## src/bce_pkg.sv

```systemverilog
// shared constants, types and command records for the board evaluator
// depends on nothing; used by bce_ctrl, bce_datapath and board_cnn_evaluator
`timescale 1ns / 1ps

package bce_pkg;

    // network shape
    localparam int PIECE_KINDS   = 6;
    localparam int NUM_FILTERS   = 8;
    localparam int KERNEL_WIDTH  = 3;
    localparam int FRACTION_BITS = 8;

    // board geometry and output scaling
    localparam int BOARD_SIDE   = 8;
    localparam int SQUARES      = BOARD_SIDE * BOARD_SIDE;
    localparam int SQ_W         = 6;
    localparam int SIDE_W       = 3;
    localparam int SCALE_FACTOR = 100;
    localparam int PAD_OFFSET   = (KERNEL_WIDTH - 1) / 2;

    // store depths and index widths
    localparam int TAPS_PER_FILTER = KERNEL_WIDTH * KERNEL_WIDTH * PIECE_KINDS;
    localparam int TAP_DEPTH       = NUM_FILTERS * TAPS_PER_FILTER;
    localparam int MAP_DEPTH       = NUM_FILTERS * SQUARES;
    localparam int TAP_AW          = $clog2(TAP_DEPTH);
    localparam int MAP_AW          = $clog2(MAP_DEPTH);
    localparam int PK_W            = (PIECE_KINDS > 1) ? $clog2(PIECE_KINDS) : 1;
    localparam int KW_W            = (KERNEL_WIDTH > 1) ? $clog2(KERNEL_WIDTH) : 1;

    // field widths
    localparam int WEIGHT_W = 16;
    localparam int KIND_W   = 2;
    localparam int INDEX_W  = 9;
    localparam int PIECE_W  = 3;
    localparam int BOARD_W  = 64;
    localparam int SCORE_W  = 24;

    // arithmetic widths
    localparam int SUM_W  = WEIGHT_W + $clog2(TAPS_PER_FILTER + 1) + 1;
    localparam int PROD_W = SUM_W + WEIGHT_W;
    localparam int TOT_W  = PROD_W + MAP_AW + 1;
    localparam int SC_W   = TOT_W + 8;

    // opcode and weight kind codes
    localparam logic OP_WEIGHT = 1'b0;
    localparam logic OP_PLANE  = 1'b1;
    localparam logic [KIND_W-1:0] KIND_TAP   = 2'd0;
    localparam logic [KIND_W-1:0] KIND_BIAS  = 2'd1;
    localparam logic [KIND_W-1:0] KIND_DENSE = 2'd2;

    // packed input tdata layout, lowest bit first
    localparam int IN_DATA_W = 160;
    localparam int KIND_LSB  = 0;
    localparam int INDEX_LSB = KIND_LSB + KIND_W;
    localparam int VALUE_LSB = INDEX_LSB + INDEX_W;
    localparam int PIECE_LSB = VALUE_LSB + WEIGHT_W;
    localparam int OWN_LSB   = PIECE_LSB + PIECE_W;
    localparam int ENEMY_LSB = OWN_LSB + BOARD_W;
    localparam int FLIP_LSB  = ENEMY_LSB + BOARD_W;

    // commands from controller to datapath
    typedef struct packed {
        logic              accept;
        logic              mac;
        logic              clear_sum;
        logic              add_bias;
        logic              clear_total;
        logic              scale;
        logic              emit;
        logic [TAP_AW-1:0] tap_addr;
        logic [MAP_AW-1:0] pos;
        logic [KW_W-1:0]   dx;
        logic [KW_W-1:0]   dy;
        logic [PK_W-1:0]   p;
    } t_cmd;

    // status from datapath to controller
    typedef struct packed {
        logic out_free;
    } t_stat;

endpackage

```

## src/bce_ctrl.sv

```systemverilog
// sequencer for the board evaluator: input handshake and the filter, square, tap walk
// depends on bce_pkg
`timescale 1ns / 1ps

module bce_ctrl (
    input  logic            i_clk,
    input  logic            i_rst_n,
    input  logic            i_in_valid,
    input  logic            i_in_op,
    input  logic            i_in_last,
    output logic            o_in_ready,
    input  bce_pkg::t_stat  i_stat,
    output bce_pkg::t_cmd   o_cmd
);

    localparam logic [2:0] S_IDLE   = 3'd0;
    localparam logic [2:0] S_CONV   = 3'd1;
    localparam logic [2:0] S_BIAS   = 3'd2;
    localparam logic [2:0] S_DRAIN  = 3'd3;
    localparam logic [2:0] S_FINISH = 3'd4;
    localparam logic [2:0] S_SCORE  = 3'd5;

    localparam int DRAIN_CYCLES = 3;

    logic [2:0]                 r_state, n_state;
    logic [bce_pkg::MAP_AW-1:0] r_pos, n_pos;
    logic [bce_pkg::TAP_AW-1:0] r_tap, n_tap;
    logic [bce_pkg::TAP_AW-1:0] r_base, n_base;
    logic [bce_pkg::KW_W-1:0]   r_dx, n_dx;
    logic [bce_pkg::KW_W-1:0]   r_dy, n_dy;
    logic [bce_pkg::PK_W-1:0]   r_p, n_p;
    logic [1:0]                 r_drain, n_drain;
    logic                       w_accept;
    logic                       w_last_tap;

    assign o_in_ready = (r_state == S_IDLE);
    assign w_accept   = i_in_valid && o_in_ready;
    assign w_last_tap = (r_p == bce_pkg::PK_W'(bce_pkg::PIECE_KINDS - 1))
                     && (r_dy == bce_pkg::KW_W'(bce_pkg::KERNEL_WIDTH - 1))
                     && (r_dx == bce_pkg::KW_W'(bce_pkg::KERNEL_WIDTH - 1));

    // next state and command decode
    always_comb begin
        n_state = r_state;
        n_pos   = r_pos;
        n_tap   = r_tap;
        n_base  = r_base;
        n_dx    = r_dx;
        n_dy    = r_dy;
        n_p     = r_p;
        n_drain = r_drain;

        o_cmd             = '0;
        o_cmd.accept      = w_accept;
        o_cmd.tap_addr    = r_tap;
        o_cmd.pos         = r_pos;
        o_cmd.dx          = r_dx;
        o_cmd.dy          = r_dy;
        o_cmd.p           = r_p;

        unique case (r_state)
            S_IDLE: begin
                if (w_accept && (i_in_op == bce_pkg::OP_PLANE) && i_in_last) begin
                    o_cmd.clear_total = 1'b1;
                    n_pos   = '0;
                    n_tap   = '0;
                    n_base  = '0;
                    n_dx    = '0;
                    n_dy    = '0;
                    n_p     = '0;
                    n_state = S_CONV;
                end
            end
            S_CONV: begin
                o_cmd.mac       = 1'b1;
                o_cmd.clear_sum = (r_dx == '0) && (r_dy == '0) && (r_p == '0);
                if (w_last_tap) begin
                    n_state = S_BIAS;
                end else begin
                    n_tap = r_tap + 1'b1;
                    if (r_p == bce_pkg::PK_W'(bce_pkg::PIECE_KINDS - 1)) begin
                        n_p = '0;
                        if (r_dy == bce_pkg::KW_W'(bce_pkg::KERNEL_WIDTH - 1)) begin
                            n_dy = '0;
                            n_dx = r_dx + 1'b1;
                        end else begin
                            n_dy = r_dy + 1'b1;
                        end
                    end else begin
                        n_p = r_p + 1'b1;
                    end
                end
            end
            S_BIAS: begin
                o_cmd.add_bias = 1'b1;
                n_dx = '0;
                n_dy = '0;
                n_p  = '0;
                if (r_pos == bce_pkg::MAP_AW'(bce_pkg::MAP_DEPTH - 1)) begin
                    n_drain = '0;
                    n_state = S_DRAIN;
                end else begin
                    n_pos = r_pos + 1'b1;
                    if (r_pos[bce_pkg::SQ_W-1:0] == '1) begin
                        n_base = r_base + bce_pkg::TAP_AW'(bce_pkg::TAPS_PER_FILTER);
                        n_tap  = r_base + bce_pkg::TAP_AW'(bce_pkg::TAPS_PER_FILTER);
                    end else begin
                        n_tap = r_base;
                    end
                    n_state = S_CONV;
                end
            end
            S_DRAIN: begin
                if (r_drain == 2'(DRAIN_CYCLES - 1)) begin
                    n_state = S_FINISH;
                end else begin
                    n_drain = r_drain + 1'b1;
                end
            end
            S_FINISH: begin
                o_cmd.scale = 1'b1;
                n_state     = S_SCORE;
            end
            S_SCORE: begin
                if (i_stat.out_free) begin
                    o_cmd.emit = 1'b1;
                    n_state    = S_IDLE;
                end
            end
            default: begin
                n_state = S_IDLE;
            end
        endcase
    end

    // state and counters
    always_ff @(posedge i_clk) begin
        if (!i_rst_n) begin
            r_state <= S_IDLE;
            r_pos   <= '0;
            r_tap   <= '0;
            r_base  <= '0;
            r_dx    <= '0;
            r_dy    <= '0;
            r_p     <= '0;
            r_drain <= '0;
        end else begin
            r_state <= n_state;
            r_pos   <= n_pos;
            r_tap   <= n_tap;
            r_base  <= n_base;
            r_dx    <= n_dx;
            r_dy    <= n_dy;
            r_p     <= n_p;
            r_drain <= n_drain;
        end
    end

endmodule

```

## config.mk

```make
export PLATFORM = sky130hd
export DESIGN_NAME = bce_ctrl
export DESIGN_NICKNAME = d
export VERILOG_FILES = /design/src/bce_pkg.sv /design/src/bce_ctrl.sv
export SDC_FILE = /design/constraint.sdc
export NUM_CORES = 1
export LEC_CHECK = 0
export BUFFER_PORTS_ARGS = -buffer_cell sky130_fd_sc_hd__buf_2
export CAP_MARGIN = 20
export CORE_ASPECT_RATIO = 0.8
export CORE_MARGIN = 4
export CORE_UTILIZATION = 45
export DETAILED_ROUTE_END_ITERATION = 16
export PLACE_DENSITY_LB_ADDON = 0.15
export SLEW_MARGIN = 20
export SYNTH_ARGS = -nofsm -noshare
export SYNTH_HDL_FRONTEND = slang
export SYNTH_SLANG_ARGS = --single-unit
```

## constraint.sdc

```tcl
create_clock -name i_clk -period 3.54 [get_ports i_clk]
set_clock_uncertainty 0.15 [all_clocks]
set_input_delay 0.177 -clock i_clk [delete_from_list [all_inputs] [get_ports i_clk]]
set_output_delay 0.177 -clock i_clk [all_outputs]
set_load 0.05 [all_outputs]
```

## After elaboration in Yosys (flattened, before gate mapping)

Index checks and enable logic that the tools add are counted.

- Bits in registers: 39
- Bits of input ports: 6

- Reduce and logical (&&, ||, !) cells: 21
- Add/sub/neg operators: 7
- Mux-type cells: 37
- Equality and inequality tests: 21

Operator list:

| kind | count |
|---|---|
| 9-bit 2-to-1 mux | 5 |
| 9-bit one-hot mux with 2 select lines | 2 |
| 9-bit one-hot mux with 3 select lines | 1 |
| 2-bit 2-to-1 mux | 11 |
| 3-bit 2-to-1 mux | 7 |
| 9-bit by 1-bit adder with 9-bit output, second input constant | 2 |
| 2-bit inequality test, second input constant | 9 |
| 3-bit one-hot mux with 6 select lines | 1 |
| 2-bit one-hot mux with 3 select lines | 2 |
| 4-bit AND reduction | 3 |
| 9-bit by 6-bit adder with 9-bit output, second input constant | 1 |
| 3-bit equality test, second input constant | 3 |
| 9-bit equality test, second input constant | 1 |
| 3-bit one-hot mux with 3 select lines | 1 |
| 3-bit AND reduction | 3 |
| 1-bit logical AND | 7 |
| 2-bit by 1-bit adder with 2-bit output, second input constant | 3 |
| 2-bit equality test, second input constant | 3 |
| 3-bit by 2-bit equality test with 1-bit output, second input constant | 2 |
| 6-bit equality test, second input constant | 1 |
| 3-bit zero test | 2 |
| 1-bit 2-to-1 mux | 6 |
| 5-bit AND reduction | 1 |
| 2-bit zero test | 2 |
| 6 further kinds | 7 |

## Logic depth before layout (Yosys ltp)

Gate-level depths: netlist of run 1.

- Word-level depth: 6
- Depth in mapped cells: 11
- Gate-level depth less buffers: 10

## Least setup slack after synthesis of run 1

Ideal clock, no wire load.

- Kind: register -> register
- From: register r_pos[0] (netlist name)
- To: register r_tap[7] (netlist name)
- Required time: 3.268 ns
- Setup time: 0.122 ns
- Path slack: 0.648 ns
- Path buffers: 0
- Stages on the path, launching flop included: 11
- Arrival: 2.620 ns
- Period minus slack after synthesis: 2.892 ns
- Cells stage by stage: dfxtp_1 > ha_1 > nand2_1 > nor2_1 > and3_1 > ha_1 > nand4bb_1 > a21boi_1 > o21ai_1 > nor4_1 > a311o_1

- Cells in the longest elaborated chain, start to end: 4
- Elaborated cells between the ends (all ways): 7
- Those cells by class: eq/ne (3); mux (3); reduce/logical (1)

Ends and longest elaborated chain:

| element | line | source |
|---|---|---|
| start: declaration | bce_ctrl.sv:26 | `logic [bce_pkg::MAP_AW-1:0] r_pos, n_pos;` |
| start signal: assignment | bce_ctrl.sv:149 | `r_pos <= n_pos;` |
| 6-bit equality test | bce_ctrl.sv:104 | `if (r_pos[bce_pkg::SQ_W-1:0] == '1) begin` |
| 9-bit 2-to-1 mux | -- |  |
| 9-bit 2-to-1 mux | bce_ctrl.sv:99 | `if (r_pos == bce_pkg::MAP_AW'(bce_pkg::MAP_DEPTH - 1)) begin` |
| 9-bit one-hot mux with 3 select lines | bce_ctrl.sv:61 | `unique case (r_state)` |
| end signal: assignment | bce_ctrl.sv:150 | `r_tap <= n_tap;` |
| end: declaration | bce_ctrl.sv:27 | `logic [bce_pkg::TAP_AW-1:0] r_tap, n_tap;` |

Several ways; a longest one is shown, not always the timed one. The select of a mux whose other input is x is not followed.
A chain may end at the register's enable or synchronous reset.

## Final worst setup path of run 1

Same ends and word-level chain as after synthesis.

==> flow_results.xml, run 1 <==
<?xml version="1.0" encoding="UTF-8"?>
<metrics>
  <group name="status">
    <metric name="outcome" unit="">finished clean</metric>
  </group>
  <group name="final_layout">
    <metric name="antenna_cells" unit="">0</metric>
    <metric name="finish.utilization" unit="%">53.3</metric>
    <metric name="finish.cell_count_without_fillers" unit="">372</metric>
    <metric name="layout-drive-gt1-share" unit="%">17.0</metric>
    <metric name="final_nets" unit="">324</metric>
    <metric name="most-common-layout-cells" unit="">38 x sky130_fd_sc_hd__buf_2, 38 x sky130_fd_sc_hd__dfxtp_1, 32 x sky130_fd_sc_hd__a21oi_1, 27 x sky130_fd_sc_hd__nor2_1, 23 x sky130_fd_sc_hd__nand2_1</metric>
    <metric name="flow.area_growth_from_synthesis" unit="%">13.3</metric>
  </group>
  <group name="power">
    <metric name="power_density" unit="nW/um2">343</metric>
    <metric name="clockPowerShare" unit="%">36.7</metric>
    <metric name="comb_power_share" unit="%">11.7</metric>
    <metric name="ir_drop" unit="mV">0.209</metric>
    <metric name="power_leakage" unit="nW">0.969</metric>
    <metric name="switching_share" unit="%">27.9</metric>
    <metric name="cellInternalPower" unit="uW">614</metric>
    <metric name="switching_power" unit="uW">237</metric>
    <metric name="p_seq_share" unit="%">51.6</metric>
  </group>
  <group name="timing">
    <metric name="fmax" unit="GHz">0.348</metric>
    <metric name="share_of_the_cycle_needed_by_the_critical_path_after_routing" unit="%">81.1</metric>
    <metric name="hold_ws" unit="ns">0.113</metric>
    <metric name="final_critical_path_setup_slack" unit="ns">0.668</metric>
    <metric name="timing.final.crit_period" unit="ns">2.87</metric>
    <metric name="slew-limit-headroom" unit="%">42.8</metric>
    <metric name="final-max-slew-violation-count" unit="">0</metric>
    <metric name="rsz0062_at_grt" unit="">no</metric>
    <metric name="finalSetupTns" unit="ns">0</metric>
    <metric name="tightest_slew" unit="ns">0.854</metric>
    <metric name="final_hold_vios" unit="">0</metric>
    <metric name="finalSetupViolations" unit="">0</metric>
  </group>
  <group name="drt">
    <metric name="detail_route.wl_per_cell" unit="um">14.5</metric>
    <metric name="antenna_violating_nets_post_route" unit="">0</metric>
    <metric name="wirelength_routed" unit="um">5380</metric>
    <metric name="via_count" unit="">2123</metric>
    <metric name="drtPass1Iterations" unit="">4</metric>
    <metric name="avgViaCountPerCell" unit="">5.71</metric>
    <metric name="dr.first_iter.drc_count" unit="">132</metric>
    <metric name="drc_errors" unit="">0</metric>
  </group>
  <group name="synth">
    <metric name="yosys.area.top_type_share" unit="%">34.7</metric>
    <metric name="synth_simple_gate_area_share" unit="%">28.4</metric>
    <metric name="yosys-mux-area-fraction" unit="%">0</metric>
    <metric name="synth_top_family_by_area" unit="">simple AND/OR/NAND/NOR gates</metric>
    <metric name="postSynthAreaPerCell" unit="um2">7.82</metric>
    <metric name="netlist.top_cell.by_area" unit="">sky130_fd_sc_hd__dfxtp_1</metric>
    <metric name="synth_xor_xnor_area_share" unit="%">3.60</metric>
    <metric name="post_synth_instance_area" unit="um2">2190</metric>
    <metric name="synth_seq_cells" unit="">38</metric>
    <metric name="synth_async_sr_flop_share" unit="%">0</metric>
    <metric name="synthFlopType" unit="">sky130_fd_sc_hd__dfxtp_1</metric>
    <metric name="area_contributors_post_synth" unit="">sky130_fd_sc_hd__dfxtp_1 35%, sky130_fd_sc_hd__a21oi_1 7.3%, sky130_fd_sc_hd__nor2_1 4.6%</metric>
    <metric name="synth-seq-area-share" unit="%">34.7</metric>
    <metric name="complex_gate_fraction_of_the_synthesized_area" unit="%">24.3</metric>
    <metric name="syn_inst" unit="">280</metric>
    <metric name="yosys_warnings" unit="">0</metric>
    <metric name="synth_enable_flop_cells" unit="">0</metric>
    <metric name="synth_fa_ha_area_share" unit="%">4.00</metric>
    <metric name="number_of_nets_in_the_synthesized_netlist" unit="">293</metric>
    <metric name="synth_cell_type_count" unit="">57</metric>
  </group>
  <group name="die">
    <metric name="start_util" unit="%">47.1</metric>
    <metric name="core" unit="um2">4650</metric>
    <metric name="die_w" unit="um">86.0</metric>
    <metric name="dieArea" unit="um2">6050</metric>
    <metric name="floorplan.io_pins" unit="">39</metric>
    <metric name="die_h" unit="um">70.4</metric>
    <metric name="rows" unit="">22</metric>
  </group>
  <group name="worst_setup_path">
    <metric name="most_repeated_library_cell_on_the_critical_path" unit="">sky130_fd_sc_hd__ha_1</metric>
    <metric name="crit_fanout" unit="">8</metric>
    <metric name="required" unit="ns">3.57</metric>
    <metric name="startpoint_type" unit="">flop</metric>
    <metric name="critPathTopFamily" unit="">simple AND/OR/NAND/NOR gates</metric>
    <metric name="timing.critical_path.to_type" unit="">flop</metric>
    <metric name="critPathKind" unit="">reg2reg</metric>
    <metric name="critical_path_s_slowest_cell" unit="">sky130_fd_sc_hd__dfxtp_1</metric>
    <metric name="worstPathArrival" unit="ns">2.90</metric>
    <metric name="crit_buf_inv" unit="">0</metric>
    <metric name="crit_chain" unit="">ha_1, nand2_1, nor2_1, and3_1, ha_1, nand4bb_1, a21boi_1, o21ai_1, nor4_1, a311o_1</metric>
    <metric name="max_stage_delay" unit="ns">0.40</metric>
  </group>
  <group name="clocking">
    <metric name="postCtsSetupBuffers" unit="">0</metric>
    <metric name="numClockSinks" unit="">38</metric>
    <metric name="clk_pin_slew" unit="ns">0.08</metric>
    <metric name="cts_inserted_buffers" unit="">5</metric>
    <metric name="cts_resized" unit="">0</metric>
    <metric name="cts_tree" unit="">done</metric>
    <metric name="postCtsHoldBufs" unit="">0</metric>
    <metric name="cts.htree.levels" unit="">2</metric>
    <metric name="clk_latency" unit="ns">0.29</metric>
    <metric name="ctsLongestPathBuffers" unit="">2</metric>
    <metric name="clk_root_buffer_cell" unit="">sky130_fd_sc_hd__clkbuf_8</metric>
  </group>
  <group name="global_routing">
    <metric name="grt_pass1_vias" unit="">1921</metric>
    <metric name="antenna_violations_before_repair" unit="">0</metric>
    <metric name="global_route.usage.total" unit="%">18.6</metric>
    <metric name="grt.overflow.total" unit="">0</metric>
    <metric name="grt_start_max_net_pins" unit="">25</metric>
    <metric name="grt_pass1_wl" unit="um">9340</metric>
  </group>
  <group name="place">
    <metric name="dpl.hpwl" unit="um">3910</metric>
    <metric name="dpl_worst_slack" unit="ns">0.713</metric>
    <metric name="placed_cells_incl_taps" unit="">364</metric>
    <metric name="io_buffers" unit="">38</metric>
    <metric name="gp_congestion" unit="">0.872</metric>
  </group>
  <group name="min_path">
    <metric name="class_of_the_tightest_hold_or_removal_check" unit="">in2reg</metric>
  </group>
  <group name="flow_run">
    <metric name="timing.max_cap.violations" unit="">0</metric>
  </group>
</metrics>
==> path summary, 6_finish.rpt <==
path,startpoint,endpoint,slack [ns],cells after the start
setup / recovery,r_pos[0],r_tap[7],0.67,10
setup reg to reg,r_pos[0],r_tap[7],0.67,10
hold reg to reg,r_drain[0],r_drain[0],0.32,2
hold / removal,i_rst_n,r_tap[5],0.11,2
==> Yosys cell counts, types with 3 or more instances <==
cell type                   n
sky130_fd_sc_hd__nor3_1     7
sky130_fd_sc_hd__ha_1       7
sky130_fd_sc_hd__clkbuf_1   7
sky130_fd_sc_hd__nand2_1   23
sky130_fd_sc_hd__nand3b_1   3
sky130_fd_sc_hd__a21oi_1   32
sky130_fd_sc_hd__xor2_1     5
sky130_fd_sc_hd__a22oi_1    3
sky130_fd_sc_hd__buf_2      5
sky130_fd_sc_hd__inv_1     10
sky130_fd_sc_hd__nor2b_1    3
sky130_fd_sc_hd__nand2b_1   3
sky130_fd_sc_hd__nor2_1    27
sky130_fd_sc_hd__nand4_1    5
sky130_fd_sc_hd__and2_1     4
sky130_fd_sc_hd__nand3_1   16
sky130_fd_sc_hd__o21ai_0   19
sky130_fd_sc_hd__dfxtp_1   38
sky130_fd_sc_hd__and3_1     9
sky130_fd_sc_hd__xnor2_1    4
sky130_fd_sc_hd__or3_1      3
sky130_fd_sc_hd__a211oi_1   4
==> logic make-up (layout without fill, tap and decap cells) <==
logic type / count (synthesis) / after routing
XOR/XNOR: 9 / 9
adder cells (fa/ha/maj): 7 / 7
AND/OR/NAND/NOR: 117 / 117
AO/OA/AOI/OAI: 84 / 84
buffers and inverters: 25 / 57
flip-flops: 38 / 38
==> stage by stage <==
step	total power [mW]	area, um2
CTS	0.863	2480
detailed placement	0.549	2390
finish	0.851	2480
floorplan	0.528	2190
global route	0.893	2480
global placement	0.549	2390
==> routing by layer <==
metal	share of wire, %	GRT usage [%]	vias to the layer above	wire [um]
li1	-	-	1087	-
met1	52	29.0	958	2800
met2	40	25.3	73	2130
met3	7.7	4.36	5	414
met4	0.59	4.04	0	32
met5	0	0	-	0
==> worst reg2reg max path, stage by stage, from the launching register on <==
cell                        delay, ns
sky130_fd_sc_hd__dfxtp_1         0.40
sky130_fd_sc_hd__ha_1            0.20
sky130_fd_sc_hd__nand2_1         0.16
sky130_fd_sc_hd__nor2_1          0.28
sky130_fd_sc_hd__and3_1          0.20
sky130_fd_sc_hd__ha_1            0.16
sky130_fd_sc_hd__nand4bb_1       0.22
sky130_fd_sc_hd__a21boi_1        0.23
sky130_fd_sc_hd__o21ai_1         0.28
sky130_fd_sc_hd__nor4_1          0.13
sky130_fd_sc_hd__a311o_1         0.35
==> layout make-up <==
type | count | area, um2
fill | 463 | 2170
multi-input combinational | 217 | 1320
sequential | 38 | 761
timing repair buffer | 38 | 190
clock buffer | 7 | 86.3
tap | 60 | 75.1
inverter | 11 | 41.3
clock inverter | 1 | 5.00
==> state kept, by name (all words and copies together), names as in the netlist <==
name,count
r_base,8
r_drain,2
r_dx,2
r_dy,2
r_p,3
r_pos,9
r_state,3
r_tap,9
==> power groups by stage <==
stage | Sequential [mW] | Combinational, mW | Clock (mW)
global placement | 0.449 | 0.100 | 0
global route | 0.440 | 0.111 | 0.342
finish | 0.439 | 0.0997 | 0.312
CTS | 0.439 | 0.100 | 0.324
detailed placement | 0.449 | 0.0995 | 0
floorplan | 0.457 | 0.0710 | 0
Note: power is estimated with default switching activity, not from simulation.
==> run 2, diff against run 1 <==
- clock period: 3.54 -> 2.6 ns (I/O delays scaled with it)
==> run 2 against run 1 <==
Compared with the run above: flip-flop and latch count stayed put; non-clock buffer count is 13 higher; maximum frequency is 21% higher; cell area is 4.9% higher; count of clock-buffer cells in the layout stayed put; die area stayed put; global-route usage is 0.95 points higher; first-iteration DRC count is 12% lower; core utilization is 2.6 points higher; largest power group unchanged; highest routed layer unchanged.
==> flow_results.xml, run 2 (synthesized netlist as in run 1, its figures left out) <==
<?xml version="1.0" encoding="UTF-8"?>
<metrics>
  <group name="clocking">
    <metric name="clk_pin_slew" unit="ns">0.08</metric>
    <metric name="numClockSinks" unit="">38</metric>
    <metric name="cts_inserted_buffers" unit="">5</metric>
    <metric name="ctsLongestPathBuffers" unit="">2</metric>
    <metric name="postCtsHoldBufs" unit="">0</metric>
    <metric name="cts.htree.levels" unit="">2</metric>
    <metric name="cts_tree" unit="">done</metric>
    <metric name="clk_root_buffer_cell" unit="">sky130_fd_sc_hd__clkbuf_8</metric>
    <metric name="clk_latency" unit="ns">0.29</metric>
  </group>
  <group name="drt">
    <metric name="wirelength_routed" unit="um">5620</metric>
    <metric name="via_count" unit="">2179</metric>
    <metric name="drc_errors" unit="">0</metric>
    <metric name="drtPass1Iterations" unit="">4</metric>
    <metric name="antenna_violating_nets_post_route" unit="">0</metric>
    <metric name="avgViaCountPerCell" unit="">5.66</metric>
    <metric name="dr.first_iter.drc_count" unit="">116</metric>
    <metric name="detail_route.wl_per_cell" unit="um">14.6</metric>
  </group>
  <group name="worst_setup_path">
    <metric name="required" unit="ns">2.63</metric>
    <metric name="crit_chain" unit="">ha_1, nand2_1, nor2_1, and3_1, ha_1, nand4bb_1, a21boi_1, o21a_2, a21oi_1, a311o_1</metric>
    <metric name="timing.rr.start" unit="">r_pos[0]</metric>
    <metric name="regToRegEndpoint" unit="">r_tap[7]</metric>
    <metric name="most_repeated_library_cell_on_the_critical_path" unit="">sky130_fd_sc_hd__ha_1</metric>
    <metric name="crit_buf_inv" unit="">0</metric>
    <metric name="crit_fanout" unit="">11</metric>
    <metric name="setup.worst_path.end" unit="">r_tap[7]</metric>
    <metric name="startpoint_type" unit="">flop</metric>
    <metric name="critPathKind" unit="">reg2reg</metric>
    <metric name="path_depth" unit="">10</metric>
    <metric name="timing.critical_path.to_type" unit="">flop</metric>
    <metric name="worstPathArrival" unit="ns">2.40</metric>
    <metric name="critPathTopFamily" unit="">compound AO/OA/AOI/OAI gates</metric>
    <metric name="max_stage_delay" unit="ns">0.36</metric>
    <metric name="timing.reg2reg.setup_slack" unit="ns">0.24</metric>
    <metric name="timing.reg2reg.worst_path_depth" unit="">10</metric>
    <metric name="cp-startpoint" unit="">r_pos[0]</metric>
    <metric name="critical_path_s_slowest_cell" unit="">sky130_fd_sc_hd__dfxtp_4</metric>
  </group>
  <group name="final_layout">
    <metric name="final_nets" unit="">337</metric>
    <metric name="most-common-layout-cells" unit="">38 x sky130_fd_sc_hd__buf_2, 32 x sky130_fd_sc_hd__a21oi_1, 32 x sky130_fd_sc_hd__dfxtp_1, 27 x sky130_fd_sc_hd__nor2_1, 23 x sky130_fd_sc_hd__nand2_1</metric>
    <metric name="final_area" unit="um2">2600</metric>
    <metric name="layout_commonest_cell" unit="">sky130_fd_sc_hd__buf_2</metric>
    <metric name="n_fill_cell" unit="">481</metric>
    <metric name="reg_top3" unit="">r_pos: 9 flops, r_tap: 9 flops, r_base: 8 flops</metric>
    <metric name="antenna_cells" unit="">0</metric>
    <metric name="flow.area_growth_from_synthesis" unit="%">18.8</metric>
    <metric name="layout-drive-gt1-share" unit="%">23.1</metric>
  </group>
  <group name="power">
    <metric name="power_leakage" unit="nW">1.04</metric>
    <metric name="ir_drop" unit="mV">0.293</metric>
    <metric name="power_density" unit="nW/um2">448</metric>
  </group>
  <group name="timing">
    <metric name="rsz0062_at_grt" unit="">no</metric>
    <metric name="timing.final.crit_period" unit="ns">2.36</metric>
    <metric name="share_of_the_cycle_needed_by_the_critical_path_after_routing" unit="%">90.9</metric>
    <metric name="finalSetupTns" unit="ns">0</metric>
    <metric name="fmax" unit="GHz">0.423</metric>
    <metric name="slew-limit-headroom" unit="%">57.4</metric>
    <metric name="finalSetupViolations" unit="">0</metric>
    <metric name="tightest_slew" unit="ns">0.632</metric>
    <metric name="final_hold_vios" unit="">0</metric>
    <metric name="final-max-slew-violation-count" unit="">0</metric>
  </group>
  <group name="min_path">
    <metric name="class_of_the_tightest_hold_or_removal_check" unit="">in2reg</metric>
  </group>
  <group name="die">
    <metric name="floorplan.io_pins" unit="">39</metric>
    <metric name="die_h" unit="um">70.4</metric>
    <metric name="core" unit="um2">4650</metric>
    <metric name="rows" unit="">22</metric>
    <metric name="start_util" unit="%">47.1</metric>
    <metric name="die_w" unit="um">86.0</metric>
    <metric name="dieArea" unit="um2">6050</metric>
  </group>
  <group name="global_routing">
    <metric name="grt_pass1_wl" unit="um">9720</metric>
    <metric name="antenna_violations_before_repair" unit="">0</metric>
    <metric name="grt_start_max_net_pins" unit="">17</metric>
    <metric name="grt_pass1_vias" unit="">2014</metric>
    <metric name="global_route.usage.total" unit="%">19.6</metric>
    <metric name="grt.overflow.total" unit="">0</metric>
  </group>
  <group name="flow_run">
    <metric name="timing.max_cap.violations" unit="">0</metric>
  </group>
  <group name="status">
    <metric name="outcome" unit="">finished clean</metric>
  </group>
  <group name="place">
    <metric name="gp_congestion" unit="">0.848</metric>
    <metric name="io_buffers" unit="">38</metric>
    <metric name="placed_cell_area" unit="um2">2490</metric>
    <metric name="dpl.hpwl" unit="um">4130</metric>
  </group>
</metrics>
## run 2: cell count changes in the layout (fill, tap and decap cells not counted), sizes merged
cell	previous run	this run
buf	38	51
## run 2: routing by layer
metal | wire length, um | up-vias | part of all wire, % | track usage [%]
met5 | 0 | - | 0 | 0
met4 | 52 | 0 | 0.92 | 5.27
met3 | 366 | 5 | 6.5 | 4.83
met2 | 2390 | 60 | 42 | 28.6
met1 | 2820 | 999 | 50 | 28.3
li1 | - | 1115 | - | -
## run 2: final cells by class
class	count	area [um2]	share of cell area, %
clock inverter	1	5.00	0.192
clock buffer	7	86.3	3.32
multi-input combinational	217	1330	51.2
sequential	38	773	29.7
inverter	11	41.3	1.59
timing repair buffer	51	288	11.1
tap	60	75.1	2.89
## run 2: power by group
part           switching (mW)  total, mW  internal [mW]
Sequential            0.00770      0.593          0.585
Clock                   0.208      0.422          0.214
Combinational           0.108      0.151         0.0427
Total                   0.324       1.17          0.842
## run 2: tightest hold or removal path, stage by stage
cell	delay [ns]
sky130_fd_sc_hd__buf_2	0.19
sky130_fd_sc_hd__o21ai_0	0.11
sky130_fd_sc_hd__nor3_1	0.05
## run 2: repair_timing
item                       CTS  global route
gates resized for setup      0             2
setup endpoints to repair    0             5
buffers inserted             0             2
## run 2: worst min-delay path by stage
stage,from,to,slack [ns],depth (start not counted)
floorplan,i_rst_n,r_tap[7],0.13,1
global placement,r_drain[0],r_drain[0],0.31,2
detailed placement,r_drain[1],r_drain[1],0.32,2
CTS,i_rst_n,r_tap[6],0.07,3
global route,i_rst_n,r_tap[5],0.09,2
finish,i_rst_n,r_tap[6],0.08,3
## run 2: per-stage QoR
stage               setup WS, ns  power, mW  utilization [%]  std cells  hold WS (ns)
global route              0.0607       1.22             55.9        385        0.0865
floorplan                 0.0522      0.717                -        280         0.133
CTS                       0.0905       1.18             55.4        383        0.0701
global placement           0.191      0.755             53.5        375         0.306
detailed placement         0.107      0.756             53.5        375         0.318
finish                     0.236       1.17             55.9        385        0.0809
==> run 3, diff against run 2 <==
- CORE_ASPECT_RATIO: 0.8 -> 1.4
- CORE_UTILIZATION: 45 -> 50
==> run 3 against run 2 <==
Compared with the run above: via count shrank 0.14%; worst setup slack lost 0.075 ns; cell area shrank 0.87%; total power shrank 0.43%; core utilization grew 4.9 points; sequential power is essentially flat; wire length shrank 0.73%; largest cell class unchanged; highest routed layer unchanged.
==> flow_results.xml, run 3 (synthesized netlist as in run 1, its figures left out) <==
<?xml version="1.0" encoding="UTF-8"?>
<metrics>
  <group name="status">
    <metric name="outcome" unit="">finished clean</metric>
  </group>
  <group name="drt">
    <metric name="detail_route.wl_per_cell" unit="um">14.6</metric>
    <metric name="drtPass1Iterations" unit="">4</metric>
    <metric name="dr.first_iter.drc_count" unit="">162</metric>
    <metric name="via_count" unit="">2176</metric>
    <metric name="antenna_violating_nets_post_route" unit="">0</metric>
    <metric name="wirelength_routed" unit="um">5580</metric>
    <metric name="avgViaCountPerCell" unit="">5.70</metric>
    <metric name="drc_errors" unit="">0</metric>
  </group>
  <group name="worst_setup_path">
    <metric name="startpoint_type" unit="">flop</metric>
    <metric name="crit_buf_inv" unit="">0</metric>
    <metric name="critPathKind" unit="">reg2reg</metric>
    <metric name="timing.critical_path.to_type" unit="">flop</metric>
    <metric name="max_stage_delay" unit="ns">0.36</metric>
    <metric name="critical_path_s_slowest_cell" unit="">sky130_fd_sc_hd__dfxtp_4</metric>
    <metric name="worstPathArrival" unit="ns">2.47</metric>
    <metric name="required" unit="ns">2.63</metric>
    <metric name="crit_chain" unit="">ha_1, nand2_1, nor2_1, and3_1, ha_1, nand4bb_1, a21boi_1, o21a_2, a21oi_1, a311o_1</metric>
    <metric name="most_repeated_library_cell_on_the_critical_path" unit="">sky130_fd_sc_hd__ha_1</metric>
    <metric name="critPathTopFamily" unit="">compound AO/OA/AOI/OAI gates</metric>
    <metric name="crit_fanout" unit="">8</metric>
  </group>
  <group name="final_layout">
    <metric name="most-common-layout-cells" unit="">38 x sky130_fd_sc_hd__buf_2, 32 x sky130_fd_sc_hd__a21oi_1, 32 x sky130_fd_sc_hd__dfxtp_1, 27 x sky130_fd_sc_hd__nor2_1, 23 x sky130_fd_sc_hd__nand2_1</metric>
    <metric name="finish.cell_count_without_fillers" unit="">382</metric>
    <metric name="final_area" unit="um2">2580</metric>
    <metric name="reg_top3" unit="">r_pos: 9 flops, r_tap: 9 flops, r_base: 8 flops</metric>
    <metric name="final_nets" unit="">334</metric>
    <metric name="layout-drive-gt1-share" unit="%">22.4</metric>
    <metric name="antenna_cells" unit="">0</metric>
    <metric name="layout_commonest_cell" unit="">sky130_fd_sc_hd__buf_2</metric>
    <metric name="flow.area_growth_from_synthesis" unit="%">17.8</metric>
    <metric name="n_fill_cell" unit="">399</metric>
  </group>
  <group name="timing">
    <metric name="fmax" unit="GHz">0.410</metric>
    <metric name="hold_ws" unit="ns">0.0591</metric>
    <metric name="final-max-slew-violation-count" unit="">0</metric>
    <metric name="tightest_slew" unit="ns">0.837</metric>
    <metric name="final_hold_vios" unit="">0</metric>
    <metric name="slew-limit-headroom" unit="%">43.6</metric>
    <metric name="finalSetupViolations" unit="">0</metric>
    <metric name="timing.final.crit_period" unit="ns">2.44</metric>
    <metric name="rsz0062_at_grt" unit="">no</metric>
    <metric name="finalSetupTns" unit="ns">0</metric>
    <metric name="share_of_the_cycle_needed_by_the_critical_path_after_routing" unit="%">93.8</metric>
  </group>
  <group name="die">
    <metric name="die_w" unit="um">63.9</metric>
    <metric name="start_util" unit="%">51.7</metric>
    <metric name="die_h" unit="um">86.3</metric>
    <metric name="dieArea" unit="um2">5520</metric>
    <metric name="floorplan.io_pins" unit="">39</metric>
    <metric name="core" unit="um2">4240</metric>
    <metric name="rows" unit="">28</metric>
  </group>
  <group name="power">
    <metric name="power_density" unit="nW/um2">450</metric>
    <metric name="cellInternalPower" unit="uW">841</metric>
    <metric name="p_seq_share" unit="%">51.3</metric>
    <metric name="switching_power" unit="uW">320</metric>
    <metric name="comb_power_share" unit="%">12.6</metric>
    <metric name="clockPowerShare" unit="%">36.1</metric>
    <metric name="ir_drop" unit="mV">0.265</metric>
    <metric name="power_leakage" unit="nW">1.02</metric>
    <metric name="switching_share" unit="%">27.5</metric>
  </group>
  <group name="place">
    <metric name="dpl.hpwl" unit="um">4180</metric>
    <metric name="gp_congestion" unit="">0.804</metric>
    <metric name="placed_cells_incl_taps" unit="">373</metric>
    <metric name="io_buffers" unit="">38</metric>
    <metric name="placed_cell_area" unit="um2">2470</metric>
  </group>
  <group name="clocking">
    <metric name="ctsLongestPathBuffers" unit="">2</metric>
    <metric name="cts_inserted_buffers" unit="">5</metric>
    <metric name="clk_root_buffer_cell" unit="">sky130_fd_sc_hd__clkbuf_8</metric>
    <metric name="cts.htree.levels" unit="">2</metric>
    <metric name="clk_pin_slew" unit="ns">0.07</metric>
    <metric name="cts_tree" unit="">done</metric>
    <metric name="numClockSinks" unit="">38</metric>
    <metric name="clk_latency" unit="ns">0.29</metric>
    <metric name="postCtsHoldBufs" unit="">0</metric>
  </group>
  <group name="min_path">
    <metric name="class_of_the_tightest_hold_or_removal_check" unit="">in2reg</metric>
  </group>
  <group name="global_routing">
    <metric name="grt.overflow.total" unit="">0</metric>
    <metric name="global_route.usage.total" unit="%">21.2</metric>
    <metric name="grt_pass1_wl" unit="um">9360</metric>
    <metric name="grt_pass1_vias" unit="">2092</metric>
    <metric name="grt_start_max_net_pins" unit="">24</metric>
    <metric name="antenna_violations_before_repair" unit="">0</metric>
  </group>
  <group name="flow_run">
    <metric name="timing.max_cap.violations" unit="">0</metric>
  </group>
</metrics>
run 3: changes by cell type in the layout (fill, tap and decap cells not counted), sizes merged:
cell	delta
buf	-3
run 3: cell type report:
cell class | instances | area [um2] | share of cell area, %
multi-input cells | 217 | 1330 | 51.7
flip-flops and latches | 38 | 773 | 30.0
repair buffers | 48 | 265 | 10.3
clock buffers | 7 | 86.3 | 3.35
well taps | 60 | 75.1 | 2.91
inverters | 11 | 41.3 | 1.60
clock inverters | 1 | 5.00 | 0.194
run 3: power by group through the flow:
stage,clock network [mW],registers [mW],logic (mW)
2_1_floorplan,0,0.619,0.0977
3_3_place_gp,0,0.609,0.144
3_5_place_dp,0,0.609,0.144
4_1_cts,0.432,0.595,0.145
5_1_grt,0.454,0.597,0.160
6_report,0.419,0.596,0.147
run 3: tightest hold or removal path: stages:
cell,delay (ns)
sky130_fd_sc_hd__buf_2,0.18
sky130_fd_sc_hd__o21ai_0,0.10
sky130_fd_sc_hd__a21oi_1,0.04
run 3: per-layer routing:
metal  up-vias  track usage (%)  share of wire [%]
li1       1103                -                  -
met1      1018             24.1                 41
met5         -                0                  0
met2        51             38.8                 53
met3         4             4.80                4.9
met4         0             6.29                1.2
run 3: final timing paths:
kind	startpoint	slack (ns)	to	cells after the start
max	r_pos[0]	0.16	r_tap[7]	10
min	i_rst_n	0.06	r_tap[1]	3
max reg2reg	r_pos[0]	0.16	r_tap[7]	10
min reg2reg	r_drain[0]	0.31	r_drain[0]	2
run 3: what timing repair did:
action	in CTS	in global routing
hold endpoints to repair	0	0
setup endpoints to repair	0	7
resized for setup	0	2
buffers inserted	0	1
run 3: metrics by stage:
| stage | power, mW | worst slack [ns] | util [%] |
|---|---|---|---|
| 4_1_cts | 1.17 | 0.0938 | 60.5 |
| 5_1_grt | 1.21 | 0.0191 | 60.8 |
| 2_1_floorplan | 0.717 | 0.0522 | - |
| 3_3_place_gp | 0.753 | 0.196 | 58.3 |
| 3_5_place_dp | 0.754 | 0.115 | 58.3 |
| 6_report | 1.16 | 0.161 | 60.8 |
